[src/rtl/imtok_pkg.sv]
`default_nettype none
// ----------------------------------------------------------------------------
// imtok_pkg
// Types, constants and helpers shared by the immediate tokenizer modules.
// ----------------------------------------------------------------------------
package imtok_pkg;

	localparam int CFG_IDX_W  = 3;
	localparam int CFG_DATA_W = 8;
	localparam int CHAR_W     = 7;
	localparam int SHIFT_W    = 5;
	localparam int QUEUE_DEPTH_DEF = 4;

	// register indexes
	localparam logic [CFG_IDX_W-1:0] CFG_COMMENT    = 3'd0;
	localparam logic [CFG_IDX_W-1:0] CFG_POINT      = 3'd1;
	localparam logic [CFG_IDX_W-1:0] CFG_SEPARATOR  = 3'd2;
	localparam logic [CFG_IDX_W-1:0] CFG_DATA_START = 3'd3;
	localparam logic [CFG_IDX_W-1:0] CFG_LOAD_CODE  = 3'd4;

	localparam logic [CHAR_W-1:0] RST_COMMENT    = 7'd92;
	localparam logic [CHAR_W-1:0] RST_POINT      = 7'd46;
	localparam logic [CHAR_W-1:0] RST_SEPARATOR  = 7'd44;
	localparam logic [CHAR_W-1:0] RST_DATA_START = 7'd36;
	localparam logic [7:0]        RST_LOAD_CODE  = 8'd1;

	localparam logic [CHAR_W-1:0] CH_SPACE   = 7'd32;
	localparam logic [CHAR_W-1:0] CH_NEWLINE = 7'd10;

	localparam logic [SHIFT_W-1:0] INT_SHIFT  = 5'd16;
	localparam logic [SHIFT_W-1:0] FRAC_SHIFT = 5'd12;
	localparam logic [SHIFT_W-1:0] DIGIT_STEP = 5'd4;

	typedef enum logic [1:0] {
		PH_NONE,
		PH_INT,
		PH_FRAC
	} num_phase_t;

	typedef enum logic [1:0] {
		TAIL_NONE,
		TAIL_CHAR,
		TAIL_TERM1,
		TAIL_TERM2
	} tail_kind_t;

	typedef struct packed {
		logic [7:0] source_char;
		logic       end_of_source;
	} src_item_t;

	typedef struct packed {
		logic [7:0]  code_byte;
		logic [31:0] hint_word;
		logic        run_last;
	} code_entry_t;

	// one queued command: optional load entry, then a tail
	typedef struct packed {
		logic        flush;
		logic [7:0]  load_code;
		logic [31:0] value;
		tail_kind_t  tail;
		logic [7:0]  chr;
	} tok_cmd_t;

	// {valid, value} of an uppercase hex digit
	function automatic logic [4:0] hex_decode(input logic [7:0] c);
		logic [4:0] r;
		r = '0;
		if (c >= 8'h30 && c <= 8'h39) begin
			r = {1'b1, 4'(c - 8'h30)};
		end else if (c >= 8'h41 && c <= 8'h46) begin
			r = {1'b1, 4'(c - 8'h37)};
		end
		return r;
	endfunction

endpackage
`default_nettype wire

[src/rtl/imtok_front.sv]
`default_nettype none
// ----------------------------------------------------------------------------
// imtok_front
// Accepts source bytes, tracks number/comment/data state, builds commands.
// ----------------------------------------------------------------------------
module imtok_front (
	input  wire                               clk,
	input  wire                               arst_n,
	input  wire                               cfg_we,
	input  wire [imtok_pkg::CFG_IDX_W-1:0]    cfg_idx,
	input  wire [imtok_pkg::CFG_DATA_W-1:0]   cfg_wdata,
	input  wire                               in_fire,
	input  imtok_pkg::src_item_t              in_item,
	output logic                              push,
	output imtok_pkg::tok_cmd_t               cmd
);
	import imtok_pkg::*;

	logic [CHAR_W-1:0]  comment_q, point_q, sep_q, dstart_q;
	logic [7:0]         load_code_q;
	num_phase_t         phase_q, phase_d;
	logic [31:0]        accum_q, accum_d;
	logic [SHIFT_W-1:0] shift_q, shift_d;
	logic               comment_mode_q, comment_mode_d;
	logic               data_q, data_d;

	logic [7:0]         ch;
	logic [CHAR_W-1:0]  c7;
	logic               eos, skip, is_point, is_num, is_nl, has_num;
	logic [4:0]         hex;
	logic [31:0]        acc_base, acc_rot;
	logic [SHIFT_W-1:0] dig_shift;

	assign ch       = in_item.source_char;
	assign eos      = in_item.end_of_source;
	assign c7       = ch[CHAR_W-1:0];
	assign skip     = data_q || (ch == 8'd0) || ch[7];
	assign hex      = hex_decode(ch);
	assign is_point = (c7 == point_q);
	assign is_num   = is_point || hex[4];
	assign is_nl    = (c7 == CH_NEWLINE);
	assign has_num  = (phase_q != PH_NONE);

	assign acc_base  = has_num ? accum_q : 32'd0;
	assign acc_rot   = (phase_q == PH_FRAC) ? acc_base : {acc_base[27:0], acc_base[31:28]};
	assign dig_shift = has_num ? shift_q : INT_SHIFT;

	always_ff @(posedge clk or negedge arst_n) begin
		if (!arst_n) begin
			comment_q   <= RST_COMMENT;
			point_q     <= RST_POINT;
			sep_q       <= RST_SEPARATOR;
			dstart_q    <= RST_DATA_START;
			load_code_q <= RST_LOAD_CODE;
		end else if (cfg_we) begin
			unique case (cfg_idx)
				CFG_COMMENT:    comment_q   <= cfg_wdata[CHAR_W-1:0];
				CFG_POINT:      point_q     <= cfg_wdata[CHAR_W-1:0];
				CFG_SEPARATOR:  sep_q       <= cfg_wdata[CHAR_W-1:0];
				CFG_DATA_START: dstart_q    <= cfg_wdata[CHAR_W-1:0];
				CFG_LOAD_CODE:  load_code_q <= cfg_wdata;
				default: ;
			endcase
		end
	end

	always_ff @(posedge clk or negedge arst_n) begin
		if (!arst_n) begin
			phase_q        <= PH_NONE;
			accum_q        <= '0;
			shift_q        <= INT_SHIFT;
			comment_mode_q <= 1'b0;
			data_q         <= 1'b0;
		end else begin
			phase_q        <= phase_d;
			accum_q        <= accum_d;
			shift_q        <= shift_d;
			comment_mode_q <= comment_mode_d;
			data_q         <= data_d;
		end
	end

	// next state
	always_comb begin
		phase_d        = phase_q;
		accum_d        = accum_q;
		shift_d        = shift_q;
		comment_mode_d = comment_mode_q;
		data_d         = data_q;
		if (in_fire) begin
			if (eos) begin
				phase_d        = PH_NONE;
				accum_d        = '0;
				shift_d        = INT_SHIFT;
				comment_mode_d = 1'b0;
				data_d         = 1'b0;
			end else if (skip) begin
			end else if (comment_mode_q) begin
				if (is_nl) begin
					comment_mode_d = 1'b0;
				end
			end else if (is_num) begin
				if (is_point) begin
					if (phase_q != PH_INT) begin
						accum_d = '0;
					end
					phase_d = PH_FRAC;
					shift_d = FRAC_SHIFT;
				end else begin
					accum_d = acc_rot | (32'(hex[3:0]) << dig_shift);
					if (phase_q == PH_FRAC) begin
						shift_d = shift_q - DIGIT_STEP;
					end else begin
						shift_d = dig_shift;
					end
					if (phase_q == PH_NONE) begin
						phase_d = PH_INT;
					end
				end
			end else begin
				phase_d = PH_NONE;
				if (c7 == comment_q) begin
					comment_mode_d = 1'b1;
				end else if (c7 == sep_q || c7 == CH_SPACE || is_nl) begin
				end else if (c7 == dstart_q) begin
					data_d = 1'b1;
				end
			end
		end
	end

	// command out
	always_comb begin
		cmd.flush     = 1'b0;
		cmd.load_code = load_code_q;
		cmd.value     = accum_q;
		cmd.tail      = TAIL_NONE;
		cmd.chr       = ch;
		if (eos) begin
			if (!data_q) begin
				cmd.flush = has_num;
				cmd.tail  = TAIL_TERM1;
			end
		end else if (skip || comment_mode_q) begin
		end else if (is_num) begin
			cmd.flush = is_point && (phase_q == PH_FRAC);
		end else begin
			cmd.flush = has_num;
			if (c7 == comment_q) begin
			end else if (c7 == sep_q || c7 == CH_SPACE || is_nl) begin
			end else if (c7 == dstart_q) begin
				cmd.tail = TAIL_TERM2;
			end else begin
				cmd.tail = TAIL_CHAR;
			end
		end
	end

	assign push = in_fire && (cmd.flush || (cmd.tail != TAIL_NONE));

endmodule
`default_nettype wire

[src/rtl/imtok_fifo.sv]
`default_nettype none
// ----------------------------------------------------------------------------
// imtok_fifo
// Short command queue between front and back.
// ----------------------------------------------------------------------------
module imtok_fifo #(
	parameter int DEPTH = imtok_pkg::QUEUE_DEPTH_DEF
) (
	input  wire                  clk,
	input  wire                  arst_n,
	input  wire                  push,
	input  imtok_pkg::tok_cmd_t  push_data,
	input  wire                  pop,
	output imtok_pkg::tok_cmd_t  head,
	output logic                 empty,
	output logic                 full
);
	import imtok_pkg::*;

	localparam int PTR_W = (DEPTH > 1) ? $clog2(DEPTH) : 1;
	localparam int CNT_W = $clog2(DEPTH + 1);

	tok_cmd_t           mem_q [DEPTH];
	logic [PTR_W-1:0]   wr_ptr_q, rd_ptr_q;
	logic [CNT_W-1:0]   count_q;

	assign head  = mem_q[rd_ptr_q];
	assign empty = (count_q == '0);
	assign full  = (count_q == CNT_W'(DEPTH));

	always_ff @(posedge clk) begin
		if (push) begin
			mem_q[wr_ptr_q] <= push_data;
		end
	end

	always_ff @(posedge clk or negedge arst_n) begin
		if (!arst_n) begin
			wr_ptr_q <= '0;
			rd_ptr_q <= '0;
			count_q  <= '0;
		end else begin
			if (push) begin
				wr_ptr_q <= (wr_ptr_q == PTR_W'(DEPTH - 1)) ? '0 : wr_ptr_q + PTR_W'(1);
			end
			if (pop) begin
				rd_ptr_q <= (rd_ptr_q == PTR_W'(DEPTH - 1)) ? '0 : rd_ptr_q + PTR_W'(1);
			end
			if (push && !pop) begin
				count_q <= count_q + CNT_W'(1);
			end else if (pop && !push) begin
				count_q <= count_q - CNT_W'(1);
			end
		end
	end

endmodule
`default_nettype wire

[src/rtl/imtok_back.sv]
`default_nettype none
// ----------------------------------------------------------------------------
// imtok_back
// Expands each queued command into one to three code entries.
// ----------------------------------------------------------------------------
module imtok_back (
	input  wire                     clk,
	input  wire                     arst_n,
	input  imtok_pkg::tok_cmd_t     head,
	input  wire                     empty,
	output logic                    pop,
	output logic                    out_valid,
	input  wire                     out_stall,
	output imtok_pkg::code_entry_t  out_item
);
	import imtok_pkg::*;

	logic        out_valid_q;
	code_entry_t out_item_q;
	logic [1:0]  idx_q;
	logic [1:0]  tail_cnt, total;
	logic        load_en, take, last;
	code_entry_t entry;

	always_comb begin
		unique case (head.tail)
			TAIL_NONE:  tail_cnt = 2'd0;
			TAIL_CHAR:  tail_cnt = 2'd1;
			TAIL_TERM1: tail_cnt = 2'd1;
			TAIL_TERM2: tail_cnt = 2'd2;
			default:    tail_cnt = 2'd0;
		endcase
	end

	assign total = tail_cnt + {1'b0, head.flush};
	assign last  = (idx_q == total - 2'd1);

	always_comb begin
		entry.run_last = last;
		if (head.flush && idx_q == 2'd0) begin
			entry.code_byte = head.load_code;
			entry.hint_word = head.value;
		end else begin
			entry.code_byte = (head.tail == TAIL_CHAR) ? head.chr : 8'd0;
			entry.hint_word = '0;
		end
	end

	assign load_en = !out_valid_q || !out_stall;
	assign take    = load_en && !empty;
	assign pop     = take && last;

	always_ff @(posedge clk or negedge arst_n) begin
		if (!arst_n) begin
			out_valid_q <= 1'b0;
			idx_q       <= '0;
		end else begin
			if (load_en) begin
				out_valid_q <= !empty;
			end
			if (take) begin
				idx_q <= last ? 2'd0 : idx_q + 2'd1;
			end
		end
	end

	always_ff @(posedge clk) begin
		if (take) begin
			out_item_q <= entry;
		end
	end

	assign out_valid = out_valid_q;
	assign out_item  = out_item_q;

endmodule
`default_nettype wire

[src/rtl/immediate_tokenizer_core.sv]
// A byte's command is registered in the queue and each entry in the output register.
// Throughput: one source byte per cycle unless in_stall; results leave one per cycle
// unless out_stall, so a byte's two or three entries hold the output till all leave.
// The command queue (QUEUE_DEPTH entries) absorbs those bursts before in_stall rises.
// Reset: arst_n clears number, comment and data state, empties the queue and
// restores all character registers to their defaults.
`default_nettype none
// ----------------------------------------------------------------------------
// immediate_tokenizer_core
// Source byte tokenizer producing opcode / 16.16 immediate code entries.
// ----------------------------------------------------------------------------
module immediate_tokenizer_core #(
	parameter int QUEUE_DEPTH = imtok_pkg::QUEUE_DEPTH_DEF
) (
	input  wire                             clk,
	input  wire                             arst_n,
	input  wire                             cfg_we,
	input  wire [imtok_pkg::CFG_IDX_W-1:0]  cfg_idx,
	input  wire [imtok_pkg::CFG_DATA_W-1:0] cfg_wdata,
	input  wire                             in_valid,
	output logic                            in_stall,
	input  imtok_pkg::src_item_t            in_item,
	output logic                            out_valid,
	input  wire                             out_stall,
	output imtok_pkg::code_entry_t          out_item
);
	import imtok_pkg::*;

	logic     in_fire, q_push, q_pop, q_empty, q_full;
	tok_cmd_t q_in, q_head;

	assign in_stall = q_full;
	assign in_fire  = in_valid && !q_full;

	imtok_front u_front (
		.clk       (clk),
		.arst_n    (arst_n),
		.cfg_we    (cfg_we),
		.cfg_idx   (cfg_idx),
		.cfg_wdata (cfg_wdata),
		.in_fire   (in_fire),
		.in_item   (in_item),
		.push      (q_push),
		.cmd       (q_in)
	);

	imtok_fifo #(
		.DEPTH (QUEUE_DEPTH)
	) u_fifo (
		.clk       (clk),
		.arst_n    (arst_n),
		.push      (q_push),
		.push_data (q_in),
		.pop       (q_pop),
		.head      (q_head),
		.empty     (q_empty),
		.full      (q_full)
	);

	imtok_back u_back (
		.clk       (clk),
		.arst_n    (arst_n),
		.head      (q_head),
		.empty     (q_empty),
		.pop       (q_pop),
		.out_valid (out_valid),
		.out_stall (out_stall),
		.out_item  (out_item)
	);

`ifndef SYNTH
	a_no_overflow: assert property (@(posedge clk) disable iff (!arst_n)
		q_push |-> !q_full)
		else $error("command pushed into full queue");

	a_no_underflow: assert property (@(posedge clk) disable iff (!arst_n)
		q_pop |-> !q_empty)
		else $error("command popped from empty queue");

	a_run_continues: assert property (@(posedge clk) disable iff (!arst_n)
		(out_valid && !out_item.run_last) |=> out_valid)
		else $error("entry run broken before its last beat");
`endif

endmodule
`default_nettype wire
[config.mk]
export PLATFORM = sky130hd
export DESIGN_NAME = immediate_tokenizer_core
export DESIGN_NICKNAME = d
export VERILOG_FILES = /design/src/rtl/imtok_pkg.sv /design/src/rtl/imtok_front.sv /design/src/rtl/imtok_fifo.sv /design/src/rtl/imtok_back.sv /design/src/rtl/immediate_tokenizer_core.sv
export SDC_FILE = /design/constraint.sdc
export NUM_CORES = 1
export LEC_CHECK = 0
export BUFFER_PORTS_ARGS = -buffer_cell sky130_fd_sc_hd__buf_2
export CORE_MARGIN = 2
export CORE_UTILIZATION = 60
export DETAILED_ROUTE_END_ITERATION = 8
export PLACE_DENSITY = 0.78
export SLEW_MARGIN = 40
export SYNTH_ARGS = -nofsm -noshare
export SYNTH_HDL_FRONTEND = slang
export SYNTH_SLANG_ARGS = --single-unit
[constraint.sdc]
create_clock -name clk -period 12.2 [get_ports clk]
set_clock_uncertainty 0.1 [all_clocks]
set_input_delay 1.83 -clock clk [delete_from_list [all_inputs] [get_ports clk]]
set_output_delay 1.83 -clock clk [all_outputs]
set_load 0.005 [all_outputs]
-- Yosys cells after proc, flatten, opt, wreduce, memory -nomap -nowiden
Memories as Yosys holds them, arrays and structs flattened.
Cells that the tools add are included.
- equality and inequality tests: 26
- mux-type cells: 57
- bitwise logic cells: 1
- shift-type cells: 1
- reductions and logical operators: 46
- magnitude comparators: 4
- $add $sub $neg: 10
- operator list (kind ; count):
    32-bit two-way mux ; 8
    5-bit two-way mux ; 9
    40-bit two-way mux ; 1
    2-bit two-way mux ; 16
    32-bit OR ; 1
    4-bit by 5-bit << shifter with 32-bit output ; 1
    7-bit equality test ; 4
    1-bit two-way mux ; 19
    2-bit AND reduction ; 6
    2-bit equality test, second input constant ; 5
    1-bit logical AND ; 10
    2-bit inequality test, second input constant ; 5
    2-bit nonzero test ; 5
    8-bit by 6-bit >= comparator with 1-bit output, second input constant ; 1
    8-bit by 7-bit >= comparator with 1-bit output, second input constant ; 1
    8-bit by 6-bit <= comparator with 1-bit output, second input constant ; 1
    8-bit by 7-bit <= comparator with 1-bit output, second input constant ; 1
    8-bit zero test ; 1
    1-bit logical OR ; 8
    8-bit two-way mux ; 1
    4-bit AND reduction ; 2
    7-bit by 4-bit equality test with 1-bit output, second input constant ; 1
    7-bit by 6-bit equality test with 1-bit output, second input constant ; 1
    7-bit AND reduction ; 1
    other kinds (23) ; 36
- memories kept: 1
- output and inout bits: 43
- bits in registers: 128
- logic and storage cells: 164
- bits in writable memories: 204
- input bits: 25
- memories (memory ; depth ; width ; read ports ; clocked after memory_dff ; write ports ; RTL line ; source):
    u_fifo.mem_q ; 4 ; 51 ; 1 ; 0 ; 1 ; imtok_fifo.sv:23 ; tok_cmd_t mem_q [DEPTH];

-- Logic depth before layout (Yosys ltp)
Gate-level depths: netlist (run 1).
- depth in word-level cells: 15
- mapped depth: 16
- mapped depth without buffers: 14

-- Cells and area by module
Synthesis (run 1) repeated with hierarchy kept, for this count alone.
- cell total of the unflattened synthesis: 886
- area, all modules: 14202.4 µm²
- by module, submodules not included (module ; area an instance (µm²) ; cells an instance ; times used ; seq. area each (µm²)):
    imtok_fifo ; 7835.0 ; 304 ; 1 ; 6301.0
    imtok_front ; 4558.1 ; 452 ; 1 ; 1945.6
    imtok_back ; 1795.5 ; 129 ; 1 ; 1306.3
    immediate_tokenizer_core ; 13.8 ; 1 ; 1 ; 0.0

-- Worst setup path before layout (run 1)
OpenSTA, ideal clock, no wires.
- path kind: input to register
- from: input out_stall
- to: register u_fifo.count_q[1]
- data arrival time: 5.427 ns
- setup time: 0.125 ns
- path buffers: 0
- path slack: 6.548 ns
- stages on the path: 6
- data required time: 11.975 ns
- cells stage by stage: a21oi_1 -> nand2_1 -> ha_1 -> inv_1 -> fa_1 -> mux2_2
- cells in the longest elaborated chain, start to end: 7
- elaborated cells on any way between the ends: 9
- those cells by class: mux: 1; reduce/logical: 8
- ends and longest elaborated chain (what ; RTL line ; source):
    from (decl) ; immediate_tokenizer_core.sv:24 ; input wire out_stall,
    1-bit zero test * ; imtok_back.sv:49 ; assign load_en = !out_valid_q || !out_stall;
    1-bit logical OR * ; imtok_back.sv:49 ;
    1-bit logical AND * ; imtok_back.sv:50 ; assign take = load_en && !empty;
    1-bit logical AND * ; imtok_back.sv:51 ; assign pop = take && last;
    1-bit zero test ; imtok_fifo.sv:49 ; if (push && !pop) begin
    1-bit logical AND ; imtok_fifo.sv:49 ;
    3-bit two-way mux or 2-bit nonzero test (tied branches) ; n/a ;
    to (signal assigned) ; imtok_fifo.sv:50 ; count_q <= count_q + CNT_W'(1);
    to (signal assigned) ; imtok_fifo.sv:52 ; count_q <= count_q - CNT_W'(1);
    to (decl) ; imtok_fifo.sv:25 ; logic [CNT_W-1:0] count_q;
Every way passes the cells marked *; elsewhere a longest branch is shown, timed or not.
A chain may end at the register's enable or synchronous reset.

-- Final worst setup path (run 1)
- from: input in_item[1] (netlist name)
- to: memory u_fifo.mem_q[1][26] (netlist name) (enable)
- cells in the longest elaborated chain, start to end: 13
- elaborated cells on any way between the ends: 36
- those cells by class: order compare: 4; eq/ne: 6; mux: 13; reduce/logical: 13
- ends and longest elaborated chain (what ; RTL line ; source):
    from (decl) ; immediate_tokenizer_core.sv:22 ; input imtok_pkg::src_item_t in_item,
    8-bit by 7-bit >= comparator with 1-bit output (tied with other cells) ; imtok_pkg.sv:73 ; end else if (c >= 8'h41 && c <= 8'h46) begin
    1-bit logical AND or 1-bit logical OR (tied branches) ; imtok_pkg.sv:73, imtok_front.sv:150 ;
    5-bit two-way mux or 1-bit logical OR (tied branches) ; imtok_pkg.sv:73, imtok_front.sv:150 ;
    5-bit two-way mux or 2-bit two-way mux (tied branches) ; imtok_pkg.sv:71, imtok_front.sv:150 ;
    1-bit logical OR or 2-bit two-way mux (tied branches) ; imtok_front.sv:40, imtok_front.sv:149 ;
    2-bit two-way mux ; imtok_front.sv:145 ; end else if (is_num) begin
    2-bit two-way mux ; imtok_front.sv:144 ; end else if (skip || comment_mode_q) begin
    2-bit two-way mux ; imtok_front.sv:139 ; if (eos) begin
    2-bit nonzero test ; imtok_front.sv:159 ; assign push = in_fire && (cmd.flush || (cmd.tail != TAIL_NONE));
    1-bit logical OR * ; imtok_front.sv:159 ;
    1-bit logical AND * ; imtok_front.sv:159 ;
    net q_push ; immediate_tokenizer_core.sv:29 ; logic in_fire, q_push, q_pop, q_empty, q_full;
    1-bit two-way mux * ; imtok_fifo.sv:32 ; if (push) begin
    1-bit two-way mux (not written as such) * ; imtok_fifo.sv:33 ; mem_q[wr_ptr_q] <= push_data;
    to (decl) ; imtok_fifo.sv:23 ;
Mark *: on every way through the listed nets, which the timed path passes. The rest lies on a longest branch.

==> impl_metrics.yaml, run 1 <==
sta:
  setup_viol: 0
  slew_viol_final: 0
  post-route-period-util_pct: 43.21
  setup_tns_ps: 0
  hold_viol_final: 0
  min_period_ps: 5272
  tightest_slew_ps: 949.1
  slew_headroom_pct: 36.24
  rsz0062_at_grt: "false"
  max_clock_freq_mhz: 189.7
cts:
  clock_latency_ps: 510
  cts_tree: "yes"
  clockBufferDepth: 3
  cts.htree.levels: 2
  clockRootBuffer: "clkbuf_16"
  cts_buffers: 34
  cts_resized: 0
  post_cts_buffers: 0
  postCtsHoldBufs: 0
  path_clk_slew_ps: 60
  cts_sinks: 332
logic_synthesis:
  synth_compound_area_share_pct: 7.045
  synth_edf_count: 245
  syn_inst: 870
  synthMuxAreaShare_pct: 11.71
  ys_types: 70
  synth_top_family_by_area: "multiplexers"
  synthXorXnorAreaFrac_pct: 2.235
  yosysSeqAreaShare_pct: 68.25
  async_flop_share_pct: 26.20
  synth-seq-cells: 332
  syn-num-nets: 911
  syn_area_per_cell_um2: 16.09
  synthSimpleGateAreaFrac_pct: 7.232
  synth-main-ff-cell: "edfxtp_1"
  synth_warnings: 0
  syn_area_um2: 14000
  synth_fa_ha_area_share_pct: 1.484
routing:
  vias: 8051
  via_per_inst: 6.300
  wl_per_cell_um: 22.20
  ant_nets: 0
  drt_iter0_drc: 918
  drcViolationCount: 0
  dr.pass1.iters: 6
  routed_wl_mm: 28.37
hold_path:
  min_from: "u_fifo.count_q[2]$_DFFE_PN0P_"
  hold_class: "register to register"
  worstHoldPathCells: 1
floorplanning:
  boundaryPins: 68
  initial_core_util_pct: 61.44
  design.die.area_um2: 24560
  rows: 55
  core_um2: 22780
  die_w_um: 156.7
  die_h_um: 156.7
global_route:
  overflow: 0
  track_usage_pct: 24.04
  grt_first_pass_wirelength_mm: 44.93
  antenna_found_initial: 0
  grt_pass1_vias: 8007
  grt_max_degree: 66
final_layout:
  multiInputGateArea_um2: 4189
  drive_gt1_share_pct: 27.15
  mostFrequentLayoutCell: "edfxtp_1"
  finalNetCount: 980
  seq_area_um2: 9558
  final_cell_count_no_fill: 1278
  areaGrowthSynthToFinish_pct: 12.42
  final_cell_mix: "edfxtp_1, dfrtp_1, buf_2"
  fillCellCount: 1467
  diodes: 0
placement:
  portBuffers: 67
  place_hpwl_mm: 17.54
  place.gp.congestion: 0.9418
  post-place-cells: 1216
worst_setup_path:
  critPathRequiredTime_ps: 12250
  critical_path_class: "input port to register"
  endpoint_kind: "register"
  worst_ep_arrival_time_ps: 5320
  r2r-start: "u_fifo.rd_ptr_q[1]$_DFFE_PN0P_"
  cp-startpoint: "in_item[1]"
  cp-start-kind: "input port"
  crit_path_max_fanout: 31
  ff2ff_path_depth: 14
job:
  maxCapViolations: 0
run_status:
  outcome: "complete, no violations"
pwr:
  ir_drop_v: 0.0001461
  fin_total_pwr_mw: 3.367
  p_leak_nw: 5.890
  power_density_nw_per_um2: 214.0
-- worst paths after layout --
check | end | slack (ps)
setup reg to reg | u_fifo.count_q[2]$_DFFE_PN0P_ | 8020
hold / removal | u_fifo.count_q[2]$_DFFE_PN0P_ | 410
setup / recovery | u_fifo.mem_q[1][26]$_DFFE_PP_ | 6930
min in group asynchronous | u_front.accum_q[13]$_DFFE_PN0P_ | 1120
hold reg to reg | u_fifo.count_q[2]$_DFFE_PN0P_ | 410
max in group asynchronous | u_fifo.rd_ptr_q[0]$_DFFE_PN0P_ | 9930
-- Yosys cell counts, types with 8 or more instances --
cell	n	area share (%)
a21oi_1	18	0.64
a222oi_1	10	0.72
a22o_1	14	0.88
a22oi_1	12	0.64
and3_1	33	1.5
clkbuf_1	30	0.80
dfrtp_1	72	13
dfstp_2	15	2.8
edfxtp_1	245	53
ha_1	15	1.3
inv_1	17	0.46
mux2_2	40	3.2
mux4_2	51	8.2
nand2_1	51	1.4
nand3_1	26	0.93
nor2_1	22	0.59
nor2b_1	9	0.40
nor3_1	11	0.39
o21ai_0	31	1.1
o21ai_1	8	0.29
xnor2_1	19	1.2
xor2_1	13	0.81
-- worst max-delay path, stage by stage --
cell and delay (ps):
buf_2 300, inv_1 150, ha_1 270, nor3b_1 170
a211oi_2 340, o41ai_1 150, a211o_1 250, or2_2 340
a31oi_2 340, and2_2 620, buf_4 520
-- cell families (layout without fill, tap and decap cells) --
logic type | count (synthesis) | count (layout)
flip-flops | 332 | 332
buffers and inverters | 65 | 160
AO/OA/AOI/OAI | 138 | 138
adder cells (fa/ha/maj) | 16 | 16
AND/OR/NAND/NOR | 190 | 190
multiplexers | 95 | 95
XOR/XNOR | 34 | 34
-- power by group --
group | total (mW) | switching [mW] | leakage (nW) | internal, mW
Sequential | 1.56 | 0.0972 | 3.42 | 1.47
Clock | 1.00 | 0.416 | 0.528 | 0.585
Combinational | 0.802 | 0.445 | 1.94 | 0.357
-- layer usage --
layer / global-route usage [%] / wire length, um
met3: 5.012 / 2292
met5: 0 / 0
met2: 37.20 / 13570
met4: 7.296 / 601
met1: 35.01 / 11900
-- final cells by class --
type	instances	share of cell area (%)
Clock buffer	45	5.924
Clock inverter	17	0.9940
Sequential cell	332	60.75
Inverter	18	0.4294
Timing Repair Buffer	80	2.791
Tap cell	313	2.489
Multi-Input combinational cell	473	26.62
-- through the flow --
stage	instance area, um2	hold WS, ps	utilization [%]	worst slack [ps]
global placement	14630	378.3	64.21	6581
floorplan	14000	356.0	-	6548
CTS	15730	417.0	69.05	6915
detailed placement	14640	388.5	64.27	6422
global route	15730	433.4	69.07	6696
finish	15730	411.7	69.07	6928
-- state kept, by name, summed over array words and instances, names as in the netlist --
name / flops
u_front.comment_q: 7
u_back.out_item: 41
u_fifo.mem_q: 204
u_front.point_q: 7
u_back.out_valid: 1
u_front.data_q: 1
u_front.comment_mode_q: 1
u_fifo.count_q: 3
u_fifo.wr_ptr_q: 2
u_back.idx_q: 2
u_front.load_code_q: 8
u_front.dstart_q: 7
u_front.shift_q: 5
u_fifo.rd_ptr_q: 2
u_front.accum_q: 32
u_front.phase_q: 2
u_front.sep_q: 7
(Power assumes the default switching activity.)
==> run 2: changes to the inputs <==
==> constraint.sdc (replaced) <==
create_clock -name clk -period 5.32 [get_ports clk]
set_clock_uncertainty 0.1 [all_clocks]
set_input_delay 0.798 -clock clk [delete_from_list [all_inputs] [get_ports clk]]
set_output_delay 0.798 -clock clk [all_outputs]
set_load 0.005 [all_outputs]
==> impl_metrics.yaml, run 2 (synthesis results as in run 1) <==
floorplanning:
  core_um2: 22780
  initial_core_util_pct: 61.44
  die_h_um: 156.7
  die_w_um: 156.7
  design.die.area_um2: 24560
  boundaryPins: 68
  rows: 55
cts:
  post_cts_buffers: 0
  cts_tree: "yes"
  clockBufferDepth: 3
  path_clk_slew_ps: 60
  clockRootBuffer: "clkbuf_16"
  cts_resized: 0
  cts_sinks: 332
  clock_latency_ps: 510
  postCtsHoldBufs: 0
  cts_buffers: 35
  cts.htree.levels: 2
placement:
  portBuffers: 67
  place_hpwl_mm: 17.93
  post-place-cells: 1217
  place.gp.congestion: 0.9362
job:
  maxCapViolations: 0
final_layout:
  drive_gt1_share_pct: 27.38
  finalNetCount: 982
  top_register: "u_fifo.mem_q"
  final_cell_count_no_fill: 1281
  diodes: 0
  mostFrequentLayoutCell: "edfxtp_1"
  largest_reg_flops: 204
  areaGrowthSynthToFinish_pct: 12.80
  final_cell_mix: "edfxtp_1, dfrtp_1, buf_2"
routing:
  ant_nets: 0
  vias: 8223
  drt_iter0_drc: 1131
  wl_per_cell_um: 22.68
  drcViolationCount: 0
  routed_wl_mm: 29.05
  dr.pass1.iters: 7
  via_per_inst: 6.419
sta:
  min_period_ps: 4086
  slew_headroom_pct: 48.16
  tightest_slew_ps: 776.0
  hold_viol_final: 0
  slew_viol_final: 0
  setup_viol: 0
  setup_tns_ps: 0
  post-route-period-util_pct: 76.80
  rsz0062_at_grt: "false"
  max_clock_freq_mhz: 244.7
global_route:
  overflow: 0
  antenna_found_initial: 0
  grt_pass1_vias: 7879
  grt_max_degree: 49
  grt_first_pass_wirelength_mm: 45.35
  track_usage_pct: 24.29
worst_setup_path:
  critical-path-max-stage-delay_ps: 430
  cp_slowest_cell: "fa_1"
  crit_path_max_fanout: 13
  crit_family: "compound AO/OA/AOI/OAI gates"
  critPathRequiredTime_ps: 5640
  critical_path_class: "input port to register"
  cp-start-kind: "input port"
  crit_buf_inv: 3
  worst_ep_arrival_time_ps: 4400
  endpoint_kind: "register"
  path_cells: "buf_2 > inv_1 > ha_1 > nor3b_1 > a211oi_2 > o41ai_1 > a211o_1 > or2_2 > a31oi_2 > ha_1 > inv_1 > fa_1 > xor2_1 > nor2_1 > xor2_1"
hold_path:
  hold_class: "input port to async pin"
pwr:
  ir_drop_v: 0.0003084
  p_leak_nw: 5.915
  power_density_nw_per_um2: 490.9
run_status:
  outcome: "complete, no violations"
==> run 2: changes by cell type in the layout (fill, tap and decap cells not counted), moves of 2 or more <==
cell	before	now
buf_12	0	3
clkinv_1	6	2
clkinv_2	4	7
clkbuf_1	7	12
clkbuf_16	34	36
==> run 2: report_power, final <==
| part | total, mW | switching (mW) | internal [mW] |
|---|---|---|---|
| Combinational | 1.79 | 0.967 | 0.828 |
| Sequential | 3.64 | 0.275 | 3.36 |
| Clock | 2.32 | 0.967 | 1.35 |
==> run 2: area by class of cell <==
cell class | count | area [um2]
sequential | 332 | 9559
fill | 1461 | 6990
multi-input combinational | 473 | 4189
clock buffer | 51 | 987.2
timing repair buffer | 81 | 480.5
tap | 313 | 391.6
clock inverter | 13 | 112.6
inverter | 18 | 67.56
==> run 2: final timing paths <==
| check | startpoint | endpoint | slack [ps] | cells past startpoint |
|---|---|---|---|---|
| max | in_item[1] | u_fifo.count_q[2]$_DFFE_PN0P_ | 1230 | 15 |
| min | arst_n | u_front.accum_q[23]$_DFFE_PN0P_ | 180 | 1 |
| max reg2reg | u_fifo.rd_ptr_q[0]$_DFFE_PN0P_ | u_fifo.count_q[1]$_DFFE_PN0P_ | 1460 | 11 |
| min reg2reg | u_fifo.count_q[2]$_DFFE_PN0P_ | u_fifo.count_q[2]$_DFFE_PN0P_ | 390 | 1 |
| max in group asynchronous | arst_n | u_front.phase_q[0]$_DFFE_PN0P_ | 3930 | 2 |
| min in group clk | u_fifo.count_q[2]$_DFFE_PN0P_ | u_fifo.count_q[2]$_DFFE_PN0P_ | 390 | 1 |
==> run 2: stage by stage <==
| stage | total power [mW] | util (%) | hold slack [ps] | setup WS, ps | cell area, um2 |
|---|---|---|---|---|---|
| CTS | 7.796 | 69.26 | 180.5 | 1283 | 15780 |
| finish | 7.750 | 69.31 | 181.4 | 1234 | 15790 |
| global route | 8.122 | 69.31 | 211.7 | 1033 | 15790 |
| floorplan | 4.893 | - | 356.0 | 700.4 | 14000 |
| detailed placement | 5.460 | 64.43 | 386.7 | 797.2 | 14680 |
| global placement | 5.396 | 64.41 | 378.6 | 939.0 | 14670 |
==> run 2: routing by layer <==
| layer | vias up | GRT usage (%) | share of wire (%) | routed length (um) |
|---|---|---|---|---|
| met5 | - | 0 | 0 | 0 |
| met4 | 0 | 6.859 | 2.2 | 651 |
| met3 | 69 | 5.012 | 8.9 | 2578 |
| met2 | 474 | 36.59 | 47 | 13510 |
| met1 | 4126 | 36.53 | 42 | 12310 |
| li1 | 3554 | - | - | - |
==> run 3: changes to the inputs <==
--- a/config.mk
+++ b/config.mk
@@ -5,6 +5,7 @@
 export SDC_FILE = /design/constraint.sdc
 export NUM_CORES = 1
 export LEC_CHECK = 0
+export ABC_AREA = 1
 export BUFFER_PORTS_ARGS = -buffer_cell sky130_fd_sc_hd__buf_2
 export CORE_MARGIN = 2
 export CORE_UTILIZATION = 60
==> constraint.sdc (replaced) <==
create_clock -name clk -period 3.8 [get_ports clk]
set_clock_uncertainty 0.1 [all_clocks]
set_input_delay 0.57 -clock clk [delete_from_list [all_inputs] [get_ports clk]]
set_output_delay 0.57 -clock clk [all_outputs]
set_load 0.005 [all_outputs]
==> impl_metrics.yaml, run 3 <==
run_status:
  outcome: "finished with violations"
  violations: "hold timing"
routing:
  dr.pass1.iters: 5
  drcViolationCount: 0
  ant_nets: 0
  via_per_inst: 5.646
  routed_wl_mm: 30.76
  wl_per_cell_um: 17.34
  vias: 10020
  drt_iter0_drc: 1282
worst_setup_path:
  endpoint_kind: "register"
  worst_ep_arrival_time_ps: 3740
  cp_slowest_cell: "dfrtp_2"
  critical-path-max-stage-delay_ps: 470
  crit_path_max_fanout: 8
  path_cells: "inv_2 > nand2_1 > a32oi_1 > inv_1 > ha_1 > ha_1 > xor2_1 > or2_2 > nand3_1 > nor2_1 > inv_1 > ha_1 > inv_1 > fa_1 > a21oi_1 > o21ai_0 > xor2_1"
  critPathRequiredTime_ps: 4080
  critical_path_class: "register to register"
  cp-start-kind: "register"
logic_synthesis:
  synth_top_area_cell: "edfxtp_1"
  synth_edf_count: 245
  yosysSeqAreaShare_pct: 66.44
  ys_top_cells_by_count: "edfxtp_1, nand2_1, nor2_1, o21ai_0, inv_1"
  synth.most_common_cell: "edfxtp_1"
  synth.area.top_cells: "edfxtp_1, dfrtp_1, nand2_1, nor2_1, o21ai_0"
  async_flop_share_pct: 26.20
  syn-num-nets: 1409
  synth-main-ff-cell: "edfxtp_1"
  synth_top_area_share_pct: 51.17
  syn_area_per_cell_um2: 10.51
  syn_inst: 1368
  syn_area_um2: 14380
  synth_warnings: 0
  synth-seq-cells: 332
  ys_types: 39
pwr:
  fin_total_pwr_mw: 11.60
  p_leak_nw: 6.445
  power_density_nw_per_um2: 717.4
  ir_drop_v: 0.0004435
cts:
  cts_resized: 0
  path_clk_slew_ps: 60
  cts_sinks: 332
  cts_buffers: 34
  clockBufferDepth: 3
  cts_tree: "yes"
  clock_latency_ps: 510
  clockRootBuffer: "clkbuf_16"
  post_cts_buffers: 0
  cts.htree.levels: 2
  postCtsHoldBufs: 0
hold_path:
  hold_class: "input port to async pin"
global_route:
  track_usage_pct: 24.86
  antenna_found_initial: 0
  overflow: 0
  grt_max_degree: 99
  grt_first_pass_wirelength_mm: 50.16
  grt_pass1_vias: 9692
sta:
  rsz0062_at_grt: "false"
  min_period_ps: 3460
  whs_ps: -5.195
  slew_headroom_pct: 49.20
  setup_viol: 0
  tightest_slew_ps: 762.0
  fin_ws_ps: 339.5
  post-route-period-util_pct: 91.07
  slew_viol_final: 0
  max_clock_freq_mhz: 289.0
  hold_viol_final: 2
floorplanning:
  initial_core_util_pct: 61.25
  die_w_um: 158.8
  boundaryPins: 68
  rows: 56
  core_um2: 23470
  design.die.area_um2: 25220
  die_h_um: 158.8
final_layout:
  mostFrequentLayoutCell: "edfxtp_1"
  drive_gt1_share_pct: 12.03
  final_cell_mix: "edfxtp_1, nand2_1, nor2_1"
  largest_reg_flops: 204
  diodes: 0
  final_area_um2: 16170
  finalNetCount: 1471
  fillCellCount: 1630
  areaGrowthSynthToFinish_pct: 12.46
  top_register: "u_fifo.mem_q"
placement:
  place_hpwl_mm: 18.68
  portBuffers: 67
  pre_cts_ws_ps: 109.0
  post_dp_cell_area_um2: 15090
  place.gp.congestion: 0.9355
job:
  maxCapViolations: 0
-- run 3: cell count changes after synthesis, sizes merged, moves of 33 or more --
cell,previous run,this run
o21ai,40,168
nor2,23,220
nand2,51,232
and3,33,0
mux4,51,0
o22ai,1,47
inv,17,117
mux2,40,2
-- run 3: cell type report --
class / count / area, um2 / area share [%]
clock buffers: 49 / 968.4 / 5.989
flip-flops and latches: 332 / 9554 / 59.09
clock inverters: 12 / 115.1 / 0.7119
repair buffers: 91 / 559.3 / 3.459
inverters: 121 / 456.7 / 2.824
multi-input cells: 850 / 4116 / 25.46
well taps: 319 / 399.1 / 2.468
-- run 3: per-stage QoR --
step	instances	TNS, ps	util (%)
global placement	1713	0	64.24
finish	1774	0	68.89
floorplan	1368	-25560	-
CTS	1774	0	68.89
global route	1774	0	68.89
detailed placement	1713	0	64.27
-- run 3: final timing paths --
kind	startpoint	slack (ps)	to	cells after the start
max reg2reg	u_fifo.rd_ptr_q[0]$_DFFE_PN0P_	340	u_fifo.count_q[2]$_DFFE_PN0P_	17
max in group asynchronous	arst_n	2820	u_front.sep_q[5]$_DFFE_PN1P_	2
min	arst_n	-5	u_front.dstart_q[6]$_DFFE_PN0P_	1
min in group clk	out_stall	180	u_back.out_valid$_DFFE_PN0P_	3
min reg2reg	u_front.shift_q[1]$_DFFE_PN0P_	370	u_front.shift_q[1]$_DFFE_PN0P_	2
max	u_fifo.rd_ptr_q[0]$_DFFE_PN0P_	340	u_fifo.count_q[2]$_DFFE_PN0P_	17
-- run 3: power breakdown --
part,switching [mW],total [mW],internal [mW]
registers,0.282,5.10,4.82
logic,2.20,3.27,1.07
clock network,1.32,3.23,1.91
total,3.80,11.6,7.80
-- run 3: logic make-up (layout without fill, tap and decap cells) --
| family | count (synthesis) | count (layout) | synth area share [%] |
|---|---|---|---|
| buffers and inverters | 186 | 273 | 5.169 |
| and+or+nand+nor | 529 | 529 | 14.76 |
| adders and majority gates | 16 | 16 | 1.445 |
| AOI/OAI and AO/OA | 271 | 271 | 10.08 |
| xor gates and xnor gates | 32 | 32 | 1.949 |
| muxes | 2 | 2 | 0.1566 |
| DFF | 332 | 332 | 66.44 |
-- run 3: metal layers --
metal	vias up	part of all wire, %	track usage [%]
li1	4766	-	-
met1	4786	44	35.37
met2	401	47	39.68
met3	63	7.0	3.631
met4	0	2.7	8.757
met5	-	0	0
-- run 3: critical path, delay by kind of cell, from the launching register on --
family | cells | cell delay (ps)
fa+ha+maj | 4 | 1030
simple gates | 4 | 550
compound gates | 3 | 500
flops | 1 | 470
buf+inv | 4 | 350
xor+xnor | 2 | 330
